[src/rtl/core/scbp_pkg.sv]
`default_nettype none

package scbp_pkg;

   // Size classes and field widths fixed by the request and result formats.
   localparam int SIZE_COUNT = 7;
   localparam int CLASS_W    = 3;
   localparam int SLOT_W     = 13;
   localparam int BYTES_W    = 31;
   localparam int STATUS_W   = 3;
   localparam int PRE_W      = 14;
   localparam int LIMIT_W    = 32;
   localparam int KB_W       = 14;
   localparam int PRE_KB_W   = 28;
   localparam int BUDGET_W   = 33;
   localparam int CSR_AW     = 5;
   localparam int CSR_DW     = 32;

   typedef logic [SIZE_COUNT-1:0][KB_W-1:0]  class_kb_vec_type;
   typedef logic [SIZE_COUNT-1:0][PRE_W-1:0] prealloc_vec_type;

   // Buffer size of each class in kilobytes, class 0 in the low slot.
   localparam class_kb_vec_type CLASS_KB = {
      14'd8192, 14'd4096, 14'd1024, 14'd256, 14'd64, 14'd16, 14'd4
   };

   localparam logic [LIMIT_W-1:0] MEM_LIMIT_RESET = 32'd5242880;
   localparam prealloc_vec_type PREALLOC_RESET = {
      14'd10, 14'd20, 14'd50, 14'd200, 14'd500, 14'd1000, 14'd5000
   };

   typedef enum logic [STATUS_W-1:0] {
      ST_OK         = 3'd0,
      ST_TOO_LARGE  = 3'd1,
      ST_BUDGET     = 3'd2,
      ST_NO_SLOT    = 3'd3,
      ST_BAD_RETURN = 3'd4
   } status_type;

   typedef enum logic {
      REQ_ALLOC  = 1'b0,
      REQ_RETURN = 1'b1
   } req_kind_type;

   typedef enum logic [2:0] {
      REG_MEM_LIMIT     = 3'd0,
      REG_PREALLOC_4K   = 3'd1,
      REG_PREALLOC_16K  = 3'd2,
      REG_PREALLOC_64K  = 3'd3,
      REG_PREALLOC_256K = 3'd4,
      REG_PREALLOC_1M   = 3'd5,
      REG_PREALLOC_4M   = 3'd6,
      REG_PREALLOC_8M   = 3'd7
   } reg_index_type;

   typedef enum logic [1:0] {
      CMD_ALLOC,
      CMD_RETURN,
      CMD_TOO_LARGE,
      CMD_BAD_RETURN
   } cmd_kind_type;

   typedef enum logic {
      BK_IDLE,
      BK_RESULT
   } back_state_type;

   typedef struct packed {
      logic               req_type;
      logic [BYTES_W-1:0] request_bytes;
      logic [CLASS_W-1:0] ret_class;
      logic [SLOT_W-1:0]  ret_slot;
   } req_item_type;

   typedef struct packed {
      logic [STATUS_W-1:0] status;
      logic [CLASS_W-1:0]  size_class;
      logic [SLOT_W-1:0]   slot_id;
   } rsp_item_type;

   typedef struct packed {
      cmd_kind_type       kind;
      logic [CLASS_W-1:0] cls;
      logic [SLOT_W-1:0]  slot;
   } cmd_type;

   typedef struct packed {
      logic [LIMIT_W-1:0]  mem_limit_kb;
      prealloc_vec_type    prealloc;
      logic [PRE_KB_W-1:0] prealloc_kb;
   } cfg_type;

endpackage

`default_nettype wire

[src/rtl/core/scbp_csr.sv]
`default_nettype none

module scbp_csr (
   input  wire logic                          clock,
   input  wire logic                          reset,
   input  wire logic                          psel,
   input  wire logic                          penable,
   input  wire logic                          pwrite,
   input  wire logic [scbp_pkg::CSR_AW-1:0]   paddr,
   input  wire logic [scbp_pkg::CSR_DW-1:0]   pwdata,
   output logic      [scbp_pkg::CSR_DW-1:0]   prdata,
   output logic                               pready,
   output scbp_pkg::cfg_type                  cfg
);

   logic [scbp_pkg::LIMIT_W-1:0]  limit_ff, limit_in;
   scbp_pkg::prealloc_vec_type    prealloc_ff, prealloc_in;
   logic [scbp_pkg::PRE_KB_W-1:0] pre_kb_ff, pre_kb_in;
   scbp_pkg::reg_index_type       reg_idx;
   logic                          wr_en;

   assign reg_idx = scbp_pkg::reg_index_type'(paddr[scbp_pkg::CSR_AW-1:2]);
   assign wr_en   = psel && penable && pwrite;
   assign pready  = 1'b1;

   always_comb begin
      limit_in    = limit_ff;
      prealloc_in = prealloc_ff;
      if (wr_en) begin
         unique case (reg_idx)
            scbp_pkg::REG_MEM_LIMIT: limit_in = pwdata;
            default: prealloc_in[3'(reg_idx - 3'd1)] = pwdata[scbp_pkg::PRE_W-1:0];
         endcase
      end
   end

   always_comb begin
      unique case (reg_idx)
         scbp_pkg::REG_MEM_LIMIT: prdata = limit_ff;
         default: prdata = {{(scbp_pkg::CSR_DW-scbp_pkg::PRE_W){1'b0}},
                            prealloc_ff[3'(reg_idx - 3'd1)]};
      endcase
   end

   // Kilobytes held by all preallocated slots; the class sizes are powers of two.
   always_comb begin
      pre_kb_in = '0;
      for (int c = 0; c < scbp_pkg::SIZE_COUNT; c++) begin
         pre_kb_in = pre_kb_in + scbp_pkg::PRE_KB_W'(prealloc_ff[c])
                               * scbp_pkg::PRE_KB_W'(scbp_pkg::CLASS_KB[c]);
      end
   end

   always_ff @(posedge clock) begin
      if (reset) begin
         limit_ff    <= scbp_pkg::MEM_LIMIT_RESET;
         prealloc_ff <= scbp_pkg::PREALLOC_RESET;
      end else begin
         limit_ff    <= limit_in;
         prealloc_ff <= prealloc_in;
      end
   end

   always_ff @(posedge clock) begin
      pre_kb_ff <= pre_kb_in;
   end

   assign cfg.mem_limit_kb = limit_ff;
   assign cfg.prealloc     = prealloc_ff;
   assign cfg.prealloc_kb  = pre_kb_ff;

endmodule

`default_nettype wire

[config.mk]
export PLATFORM = sky130hd
export DESIGN_NAME = scbp_csr
export DESIGN_NICKNAME = d
export VERILOG_FILES = /design/src/rtl/core/scbp_pkg.sv /design/src/rtl/core/scbp_csr.sv
export SDC_FILE = /design/constraint.sdc
export NUM_CORES = 1
export LEC_CHECK = 0
export BUFFER_PORTS_ARGS = -buffer_cell sky130_fd_sc_hd__buf_2
export CAP_MARGIN = 20
export CORE_MARGIN = 2
export CORE_UTILIZATION = 58
export DETAILED_ROUTE_END_ITERATION = 8
export PLACE_DENSITY = 0.95
export SYNTH_ARGS = -nofsm -noshare
export SYNTH_HDL_FRONTEND = slang
export SYNTH_SLANG_ARGS = --single-unit
[constraint.sdc]
create_clock -name clock -period 7.52 [get_ports clock]
set_clock_uncertainty 0.2 [all_clocks]
set_input_delay 1.128 -clock clock [delete_from_list [all_inputs] [get_ports clock]]
set_output_delay 1.128 -clock clock [all_outputs]
set_load 0.01 [all_outputs]
==> results by group <==
Routing
  • WL per Instance: 19.4 um
  • Iteration-0 DRC Markers: 807
  • Routed WL: 28300 um
  • Antenna viol nets, final: 0
  • Via density: 5.80
  • Vias: 8446
  • First-pass iteration count of the detailed router: 6
  • DRC Markers: 0

Clocking
  • Clock Latency Late Sink: 0.43 ns
  • Clk root buf: clkbuf_16
  • Clock Path Buffers: 2
  • Clock transition at path regs: 0.06 ns
  • CTS Buf Count: 17
  • H-tree depth: 4
  • Post-CTS Hold Buffers: 0
  • CTS Sinks: 156
  • CTS tree: yes
  • Post-CTS Repair Setup Buffers: 0
  • Post_cts resized: 0

Setup path
  • CP Data Arrival Time: 4.67 ns
  • Crit path launch type: input pin
  • Critical path's slowest cell: xor2_4
  • CP required: 6.19 ns
  • Crit-path most repeated cell: buf_2
  • CP delay by family, top: buffers and inverters
  • Setup CP Type: input pin to primary output
  • CP peak stage delay: 0.79 ns
  • Buf/Inv on CP: 4
  • CP Capture Type: primary output
  • Worst R2R Setup Slack: 2.83 ns
  • Crit-path max FO: 31
  • Critical-path cell list: buf_2 -> inv_1 -> ha_1 -> xor2_4 -> buf_4 -> nor2_4 -> a22oi_1 -> nor2_1 -> a221oi_1 -> a21oi_1 -> buf_2

Yosys
  • Post-synth ARST share: 0%
  • Ys flop type: dfxtp_1
  • Synth top area cells: dfxtp_1 34%, fa_1 11%, ha_1 8.5%
  • Synth warn: 0
  • Number of flops mapped to enable cells by yosys: 0
  • Sequential fraction of the synthesis area: 33.8%
  • Syn avg cell area: 8.86 um2
  • Top-area cell type share of the netlist area: 33.8%
  • Post-synthesis register bit count: 156
  • Syn Std Cell Area: 9250 um2
  • Cell taking the most area after synthesis: dfxtp_1
  • Yosys cell types: 60
  • Synthesized instance count: 1044

Die
  • Rows: 46
  • Chip height: 130 um
  • Die X: 130 um
  • Core Box Area: 15700 um2
  • Die ar.: 17000 um2
  • Top Ports: 233
  • Initial core utilization: 58.9%

Power and ir drop
  • Worst VDD drop: 164 uV
  • Total power: 2.01 mW
  • Pleak: 5.42 nW
  • Power Dens Cells: 184 nW/um2

Outcome
  • Outcome: finished clean

GRT
  • Pin count of the biggest net entering global routing: 117
  • Vias in the first global route: 7850
  • First-pass GRT wire length: 41900 um
  • GRT Util Overall: 32.7%
  • Antenna violations before repair: 0
  • GRT overflow: 0

Finish
  • Multi-input logic area: 5300 um2
  • Fin nets: 1385
  • Fillers: 1190
  • Proportion of layout cells with a drive suffix above 1: 23.6%
  • Ant diodes: 0
  • Register area: 3120 um2
  • Synth-to-layout area growth: 18.0%
  • Final design utilization: 69.5%

Timing
  • RSZ-0062 raised after global routing: false
  • Fmax: 0.167 GHz
  • Slew HR: 27.3%
  • Worst slew pin tran: 1.09 ns
  • Final Cycle Share: 79.7%
  • Final min period: 5.99 ns
  • Min Hold Slack: 0.203 ns
  • # setup viols final: 0
  • Final hold vios: 0
  • Final TNS setup: 0 ns
  • Pins over their slew limit: 0

Hold path
  • Hold Path Class: flop to flop

Place
  • DPL Wire Length: 21000 um
  • Placer Congestion: 0.955
  • PortBufs: 227

Run
  • Maxcap violations: 0
[sequential cells by signal, summed over array words and instances, names as in the netlist]
| signal | flops |
|---|---|
| cfg | 98 |
| limit_ff | 32 |
| pre_kb_ff | 26 |
[cell families (layout without fill, tap and decap cells)]
kind of cell / count (synthesis) / in the layout / share of synthesized area [%]
AO/OA/AOI/OAI: 188 / 188 / 12.8
XOR/XNOR: 18 / 18 / 1.79
adder cells (fa/ha/maj): 116 / 116 / 20.0
buffers and inverters: 182 / 377 / 9.10
flip-flops: 156 / 156 / 33.8
multiplexers: 48 / 48 / 6.93
other: 2 / 3 / 0.0812
AND/OR/NAND/NOR: 334 / 334 / 15.6
[metrics by stage]
step | instance area (um2) | cells | worst slack, ns
2_1_floorplan | 9250 | 1045 | 3.10
3_3_place_gp | 10300 | 1422 | 1.75
3_5_place_dp | 10300 | 1422 | 1.67
4_1_cts | 10900 | 1454 | 1.68
5_1_grt | 10900 | 1456 | 1.32
6_report | 10900 | 1456 | 1.53
[power by group]
part	internal, mW	switching, mW
Combinational	0.116	0.177
Clock	0.480	0.376
Sequential	0.851	0.0114
Total	1.45	0.565
[per-layer routing]
| metal | up-vias | routed length [um] | track usage, % |
|---|---|---|---|
| li1 | 3781 | - | - |
| met1 | 3984 | 10300 | 41.3 |
| met2 | 559 | 13400 | 51.2 |
| met3 | 122 | 2950 | 7.59 |
| met4 | 0 | 1610 | 19.9 |
| met5 | - | 0 | 0 |
[final cells by class]
type | instances | area share, %
inverters | 110 | 3.78
flip-flops and latches | 156 | 28.6
repair buffers | 235 | 11.2
multi-input cells | 707 | 48.6
well taps | 216 | 2.48
clock inverters | 13 | 1.19
clock buffers | 19 | 4.15
[path summary, 6_finish.rpt]
check / cells after the start / endpoint / startpoint
max reg2reg: 16 / pre_kb_ff[26] / cfg[41]
min: 0 / pre_kb_ff[2] / cfg[28]
min reg2reg: 0 / pre_kb_ff[2] / cfg[28]
max: 11 / prdata[11] / paddr[2]
[synthesized netlist by cell type (15+ instances only)]
cell type,n
mux2i_1,34
ha_1,63
and2_1,19
nand2_1,185
a211o_1,19
a21oi_1,107
clkbuf_1,35
inv_1,110
buf_2,15
o21ai_0,20
fa_1,53
nor2_1,80
dfxtp_1,156
[cell usage in the layout, fill, tap and decap left out, types with 11 or more instances in the layout]
cell and instances:
ha_1 63, a211o_1 19, inv_1 110, fa_1 53
nand2_1 185, clkbuf_16 17, mux2i_1 34, xnor2_1 11
o21ai_0 20, and2_1 19, a21oi_1 107, buf_2 226
nor2_1 79, dfxtp_1 156, nand3b_1 11
[worst reg2reg max path: stages, from the launching register on]
cell	delay, ns
dfxtp_1	0.48
inv_1	0.11
fa_1	0.54
inv_1	0.06
fa_1	0.52
inv_1	0.05
fa_1	0.55
fa_1	0.54
inv_1	0.05
ha_1	0.36
o21a_1	0.15
nor2_1	0.05
nand3b_1	0.17
o221a_2	0.28
o21ai_2	0.15
a41oi_1	0.16
xnor2_1	0.15
Power figures use the tool's default switching activity.
