===== src/rtl/core/scbp_pkg.sv =====
`default_nettype none

package scbp_pkg;

   // Size classes and field widths fixed by the request and result formats.
   localparam int SIZE_COUNT = 7;
   localparam int CLASS_W    = 3;
   localparam int SLOT_W     = 13;
   localparam int BYTES_W    = 31;
   localparam int STATUS_W   = 3;
   localparam int PRE_W      = 14;
   localparam int LIMIT_W    = 32;
   localparam int KB_W       = 14;
   localparam int PRE_KB_W   = 28;
   localparam int BUDGET_W   = 33;
   localparam int CSR_AW     = 5;
   localparam int CSR_DW     = 32;

   typedef logic [SIZE_COUNT-1:0][KB_W-1:0]  class_kb_vec_type;
   typedef logic [SIZE_COUNT-1:0][PRE_W-1:0] prealloc_vec_type;

   // Buffer size of each class in kilobytes, class 0 in the low slot.
   localparam class_kb_vec_type CLASS_KB = {
      14'd8192, 14'd4096, 14'd1024, 14'd256, 14'd64, 14'd16, 14'd4
   };

   localparam logic [LIMIT_W-1:0] MEM_LIMIT_RESET = 32'd5242880;
   localparam prealloc_vec_type PREALLOC_RESET = {
      14'd10, 14'd20, 14'd50, 14'd200, 14'd500, 14'd1000, 14'd5000
   };

   typedef enum logic [STATUS_W-1:0] {
      ST_OK         = 3'd0,
      ST_TOO_LARGE  = 3'd1,
      ST_BUDGET     = 3'd2,
      ST_NO_SLOT    = 3'd3,
      ST_BAD_RETURN = 3'd4
   } status_type;

   typedef enum logic {
      REQ_ALLOC  = 1'b0,
      REQ_RETURN = 1'b1
   } req_kind_type;

   typedef enum logic [2:0] {
      REG_MEM_LIMIT     = 3'd0,
      REG_PREALLOC_4K   = 3'd1,
      REG_PREALLOC_16K  = 3'd2,
      REG_PREALLOC_64K  = 3'd3,
      REG_PREALLOC_256K = 3'd4,
      REG_PREALLOC_1M   = 3'd5,
      REG_PREALLOC_4M   = 3'd6,
      REG_PREALLOC_8M   = 3'd7
   } reg_index_type;

   typedef enum logic [1:0] {
      CMD_ALLOC,
      CMD_RETURN,
      CMD_TOO_LARGE,
      CMD_BAD_RETURN
   } cmd_kind_type;

   typedef enum logic {
      BK_IDLE,
      BK_RESULT
   } back_state_type;

   typedef struct packed {
      logic               req_type;
      logic [BYTES_W-1:0] request_bytes;
      logic [CLASS_W-1:0] ret_class;
      logic [SLOT_W-1:0]  ret_slot;
   } req_item_type;

   typedef struct packed {
      logic [STATUS_W-1:0] status;
      logic [CLASS_W-1:0]  size_class;
      logic [SLOT_W-1:0]   slot_id;
   } rsp_item_type;

   typedef struct packed {
      cmd_kind_type       kind;
      logic [CLASS_W-1:0] cls;
      logic [SLOT_W-1:0]  slot;
   } cmd_type;

   typedef struct packed {
      logic [LIMIT_W-1:0]  mem_limit_kb;
      prealloc_vec_type    prealloc;
      logic [PRE_KB_W-1:0] prealloc_kb;
   } cfg_type;

endpackage

`default_nettype wire


===== src/rtl/core/scbp_front.sv =====
`default_nettype none

module scbp_front #(
   parameter int NUM_CLASSES = 7
) (
   input  wire logic                   clock,
   input  wire logic                   reset,
   input  wire logic                   push,
   input  scbp_pkg::req_item_type      req_data,
   output logic                        full,
   output scbp_pkg::cmd_type           cmd,
   output logic                        cmd_empty,
   input  wire logic                   cmd_pop
);

   localparam int LIVE_CLASSES = (NUM_CLASSES < scbp_pkg::SIZE_COUNT) ?
                                 NUM_CLASSES : scbp_pkg::SIZE_COUNT;

   scbp_pkg::cmd_type              cmd_new;
   scbp_pkg::cmd_type              q_ff [2];
   logic [scbp_pkg::CLASS_W-1:0]   found;
   logic                           wr_ptr_ff, rd_ptr_ff;
   logic [1:0]                     count_ff, count_in;
   logic                           push_ok;

   // Smallest class whose buffer holds the requested byte count.
   always_comb begin
      found = scbp_pkg::CLASS_W'(scbp_pkg::SIZE_COUNT);
      for (int c = scbp_pkg::SIZE_COUNT - 1; c >= 0; c--) begin
         if ({7'b0, scbp_pkg::CLASS_KB[c], 10'b0} >= req_data.request_bytes) begin
            found = scbp_pkg::CLASS_W'(c);
         end
      end
   end

   always_comb begin
      cmd_new.slot = req_data.ret_slot;
      if (req_data.req_type == scbp_pkg::REQ_RETURN) begin
         cmd_new.cls  = req_data.ret_class;
         cmd_new.kind = (req_data.ret_class >= scbp_pkg::CLASS_W'(LIVE_CLASSES)) ?
                        scbp_pkg::CMD_BAD_RETURN : scbp_pkg::CMD_RETURN;
      end else begin
         cmd_new.cls  = found;
         cmd_new.kind = (found >= scbp_pkg::CLASS_W'(LIVE_CLASSES)) ?
                        scbp_pkg::CMD_TOO_LARGE : scbp_pkg::CMD_ALLOC;
      end
   end

   assign full      = (count_ff == 2'd2);
   assign cmd_empty = (count_ff == 2'd0);
   assign push_ok   = push && !full;
   assign cmd       = q_ff[rd_ptr_ff];
   assign count_in  = count_ff + 2'(push_ok) - 2'(cmd_pop);

   always_ff @(posedge clock) begin
      if (reset) begin
         wr_ptr_ff <= 1'b0;
         rd_ptr_ff <= 1'b0;
         count_ff  <= 2'd0;
      end else begin
         if (push_ok) begin
            wr_ptr_ff <= !wr_ptr_ff;
         end
         if (cmd_pop) begin
            rd_ptr_ff <= !rd_ptr_ff;
         end
         count_ff <= count_in;
      end
   end

   always_ff @(posedge clock) begin
      if (push_ok) begin
         q_ff[wr_ptr_ff] <= cmd_new;
      end
   end

endmodule

`default_nettype wire


===== config.mk =====
export PLATFORM = sky130hd
export DESIGN_NAME = scbp_front
export DESIGN_NICKNAME = d
export VERILOG_FILES = /design/src/rtl/core/scbp_pkg.sv /design/src/rtl/core/scbp_front.sv
export SDC_FILE = /design/constraint.sdc
export NUM_CORES = 1
export LEC_CHECK = 0
export ABC_AREA = 1
export BUFFER_PORTS_ARGS = -buffer_cell sky130_fd_sc_hd__buf_4
export CAP_MARGIN = 20
export CORE_ASPECT_RATIO = 0.75
export CORE_MARGIN = 4
export CORE_UTILIZATION = 41
export CTS_BUF_LIST = sky130_fd_sc_hd__clkbuf_8
export CTS_CLUSTER_DIAMETER = 200
export DETAILED_ROUTE_END_ITERATION = 8
export PLACE_DENSITY = 0.8
export REMOVE_ABC_BUFFERS = 1
export SYNTH_ARGS = -nofsm -noshare
export SYNTH_HDL_FRONTEND = slang
export SYNTH_SLANG_ARGS = --single-unit

===== constraint.sdc =====
create_clock -name clock -period 2.5 [get_ports clock]
set_input_delay 0 -clock clock [delete_from_list [all_inputs] [get_ports clock]]
set_output_delay 0 -clock clock [all_outputs]
set_load 0.03 [all_outputs]

==> flow_metrics.py <==
metrics = {
    "cts": {
        "clockBufferDepth": 2,
        "clk_latency_ps": 290,
        "cts-buffers-inserted": 5,
        "clkSinkCount": 41,
        "cts_tree": "built",
        "clk_pin_slew_worst_paths_ps": 70,
        "cts_setup_buffers": 0,
        "htree_num_levels": 2,
        "cts-root-buf": "clkbuf_8",
    },
    "synthesis": {
        "synthAdderAreaFrac_pct": 1.297,
        "netlist_top_cells_count": "edfxtp_1, nor2_1, nand2_1, mux2_2, inv_1",
        "ys.flop_type": "edfxtp_1",
        "synth-simple-area-share_pct": 19.58,
        "async_reset_ff_share_pct": 0,
        "yosys_register_bits": 41,
        "synth_top_area_cell": "edfxtp_1",
        "synth_mux_area_share_pct": 10.51,
        "yosys.area.top_type_share_pct": 56.03,
        "yosysSeqAreaShare_pct": 61.22,
        "syn_avg_cell_area_um2": 11.02,
        "postSynthCellCount": 175,
        "yosysUniqueCellTypes": 26,
        "yosys_warnings": 0,
        "synth_edf_count": 36,
        "synth.most_common_cell": "edfxtp_1",
        "netlist_area_um2": 1929,
        "synth_compound_area_share_pct": 2.464,
        "synth_top_family_by_area": "simple AND/OR/NAND/NOR gates",
        "synthTopCellsByArea": "edfxtp_1, mux2_2, nor2_1, nand2_1, dfxtp_1",
        "synth_xor_area_share_pct": 0.9079,
    },
    "timing": {
        "hold_viol": 0,
        "setup_viol_count_final": 0,
        "finalWorstSetupSlack_ps": 630.0,
        "setup_tns_ps": 0,
        "slew_violations": 0,
        "finalCritPeriodShare_pct": 74.80,
        "fmax_mhz": 534.8,
        "clock-skew-final_ps": 8.215,
        "fin_crit_ps": 1870,
        "maxSlewHeadroom_pct": 47.28,
        "tightest_slew_ps": 789.7,
        "rsz0062_at_grt": "false",
    },
    "worst_hold_path": {
        "hp-class": "in2reg",
        "whs_path_depth": 3,
        "min-delay-start": "req_data[13]",
    },
    "layout": {
        "diodes": 0,
        "layoutNonFillerInstCount": 326,
        "design_area_um2": 2805,
        "syn2layout_area_growth_pct": 45.40,
        "layout.nets": 323,
        "drive_gt1_share_pct": 41.26,
        "final_util_pct": 62.43,
        "nFillCells": 341,
    },
    "placed_design": {
        "dp_slack_ps": 645.9,
        "gp_congestion": 0.8428,
        "placed_area_um2": 2541,
        "io_buffers": 71,
        "dpl.hpwl_um": 3051,
        "dp.cells": 303,
    },
    "pwr": {
        "leakage_uw": 0.001162,
        "swShare_pct": 26.70,
        "power.density_nw_per_um2": 640.5,
        "ir_drop_mv": 0.3371,
        "intPower_uw": 1317,
        "seq_power_share_pct": 47.7,
        "p_switching_uw": 479.8,
        "combinationalPowerShare_pct": 24.5,
        "power_frac_clock_pct": 27.8,
    },
    "routing": {
        "drt_iter0_drc": 36,
        "wl_per_cell_um": 12.58,
        "drc": 0,
        "via_count": 1533,
        "antenna_left": 0,
        "drt_wl_total_um": 4101,
        "drt_first_pass_iters": 4,
        "vias_per_cell": 4.702,
    },
    "critical_path": {
        "worstPathRequired_ps": 2680,
        "cp-end-kind": "flop",
        "critical_path.slowest_cell": "o21ai_0",
        "regToRegStartpoint": "count_ff[1]",
        "cp-startpoint": "count_ff[1]",
        "critPathArrivalTime_ps": 2050,
        "reg2regPathDepth": 8,
        "worst_path_dominant_cell_family": "adder cells",
        "crit_fanout": 4,
        "critPathBufInv": 2,
        "crit_cells": 8,
        "crit_path_max_incr_delay_ps": 400,
        "startpoint_type": "flop",
        "crit_chain": "inv_1 -> o21ai_0 -> ha_1 -> inv_1 -> ha_1 -> xor2_1 -> nand2_1 -> nor3b_1",
        "setup.worst_path.class": "reg2reg",
    },
    "status": {
        "outcome": "completed",
    },
    "floorplanning": {
        "core_um2": 4493,
        "io_pins": 72,
        "die-area_um2": 5879,
        "rows": 21,
        "die_h_um": 67.41,
        "die-width_um": 87.21,
        "start_util_pct": 42.94,
    },
    "flow_run": {
        "drv_cap": 0,
    },
    "global_route": {
        "antenna_found_initial": 0,
        "overflow": 0,
        "grt_util_all_layers_pct": 14.10,
        "grt_pass1_vias": 1508,
        "grt_max_degree": 19,
        "grt_pass1_wl_um": 6375,
    },
}
per-stage QoR:
step / power, µW / hold slack [ps]
finish: 1797 / 21.79
global route: 1869 / 29.22
CTS: 1811 / 13.28
detailed placement: 1294 / 189.4
global placement: 1281 / 187.6
floorplan: 1103 / 71.22
layout make-up:
| class | instances | area, µm² | area share, % |
|---|---|---|---|
| clock buffers | 5 | 68.82 | 2.453 |
| clock inverters | 2 | 35.03 | 1.249 |
| inverters | 18 | 67.56 | 2.409 |
| multi-input cells | 114 | 673.1 | 24.00 |
| flip-flops and latches | 41 | 1181 | 42.11 |
| well taps | 57 | 71.32 | 2.542 |
| repair buffers | 89 | 708.2 | 25.25 |
worst paths after layout:
kind,end,slack [ps]
min,q_ff[0][13],20
max,count_ff[1],630
max reg2reg,count_ff[1],630
min reg2reg,rd_ptr_ff,520
what timing repair did:
item,in CTS,in global routing
setup endpoints to repair,0,0
resized for setup,0,0
hold buffers,16,0
endpoints found under the hold margin,33,0
state kept, by name, summed over array words and instances (netlist names), named ones only:
name       flops
rd_ptr_ff      1
wr_ptr_ff      1
count_ff       2
q_ff          36
metal layers:
layer	up-vias	share of wire [%]	global-route usage [%]
li1	778	-	-
met1	684	40	16.38
met2	64	50	25.19
met3	7	8.3	3.780
met4	0	1.3	5.172
met5	-	0	0
power by group through the flow:
stage          logic, µW  registers (µW)  clock network [µW]
2_1_floorplan        241             862                   0
3_3_place_gp         415             866                   0
3_5_place_dp         421             872                   0
4_1_cts              443             857                 511
5_1_grt              472             862                 535
6_report             441             857                 499
cell usage in the layout (no fill, tap or decap), drive strengths merged:
master	instances
ha	2
nand2	31
bufinv	1
a21oi	1
o32ai	1
clkinv	1
inv	18
nor3b	2
edfxtp	36
dfxtp	5
mux2	18
nor2	40
nand3b	1
dlygate4sd3	16
o21ai	4
nand4	3
buf	73
nor3	5
xor2	1
nand3	2
xnor2	1
o22ai	1
o31ai	1
clkbuf	5
cell families after synthesis:
group / after synthesis
and+or+nand+nor: 84
DFF: 41
buffers and inverters: 20
muxes: 18
AOI/OAI and AO/OA: 8
xor gates and xnor gates: 2
adders and majority gates: 2
worst register-to-register path, cell delays in order (launching register included):
cell     delay (ps)
dfxtp_1         390
inv_1            70
o21ai_0         400
ha_1            320
inv_1            50
ha_1            140
xor2_1          190
nand2_1          70
nor3b_1         130
(Power assumes the default switching activity.)
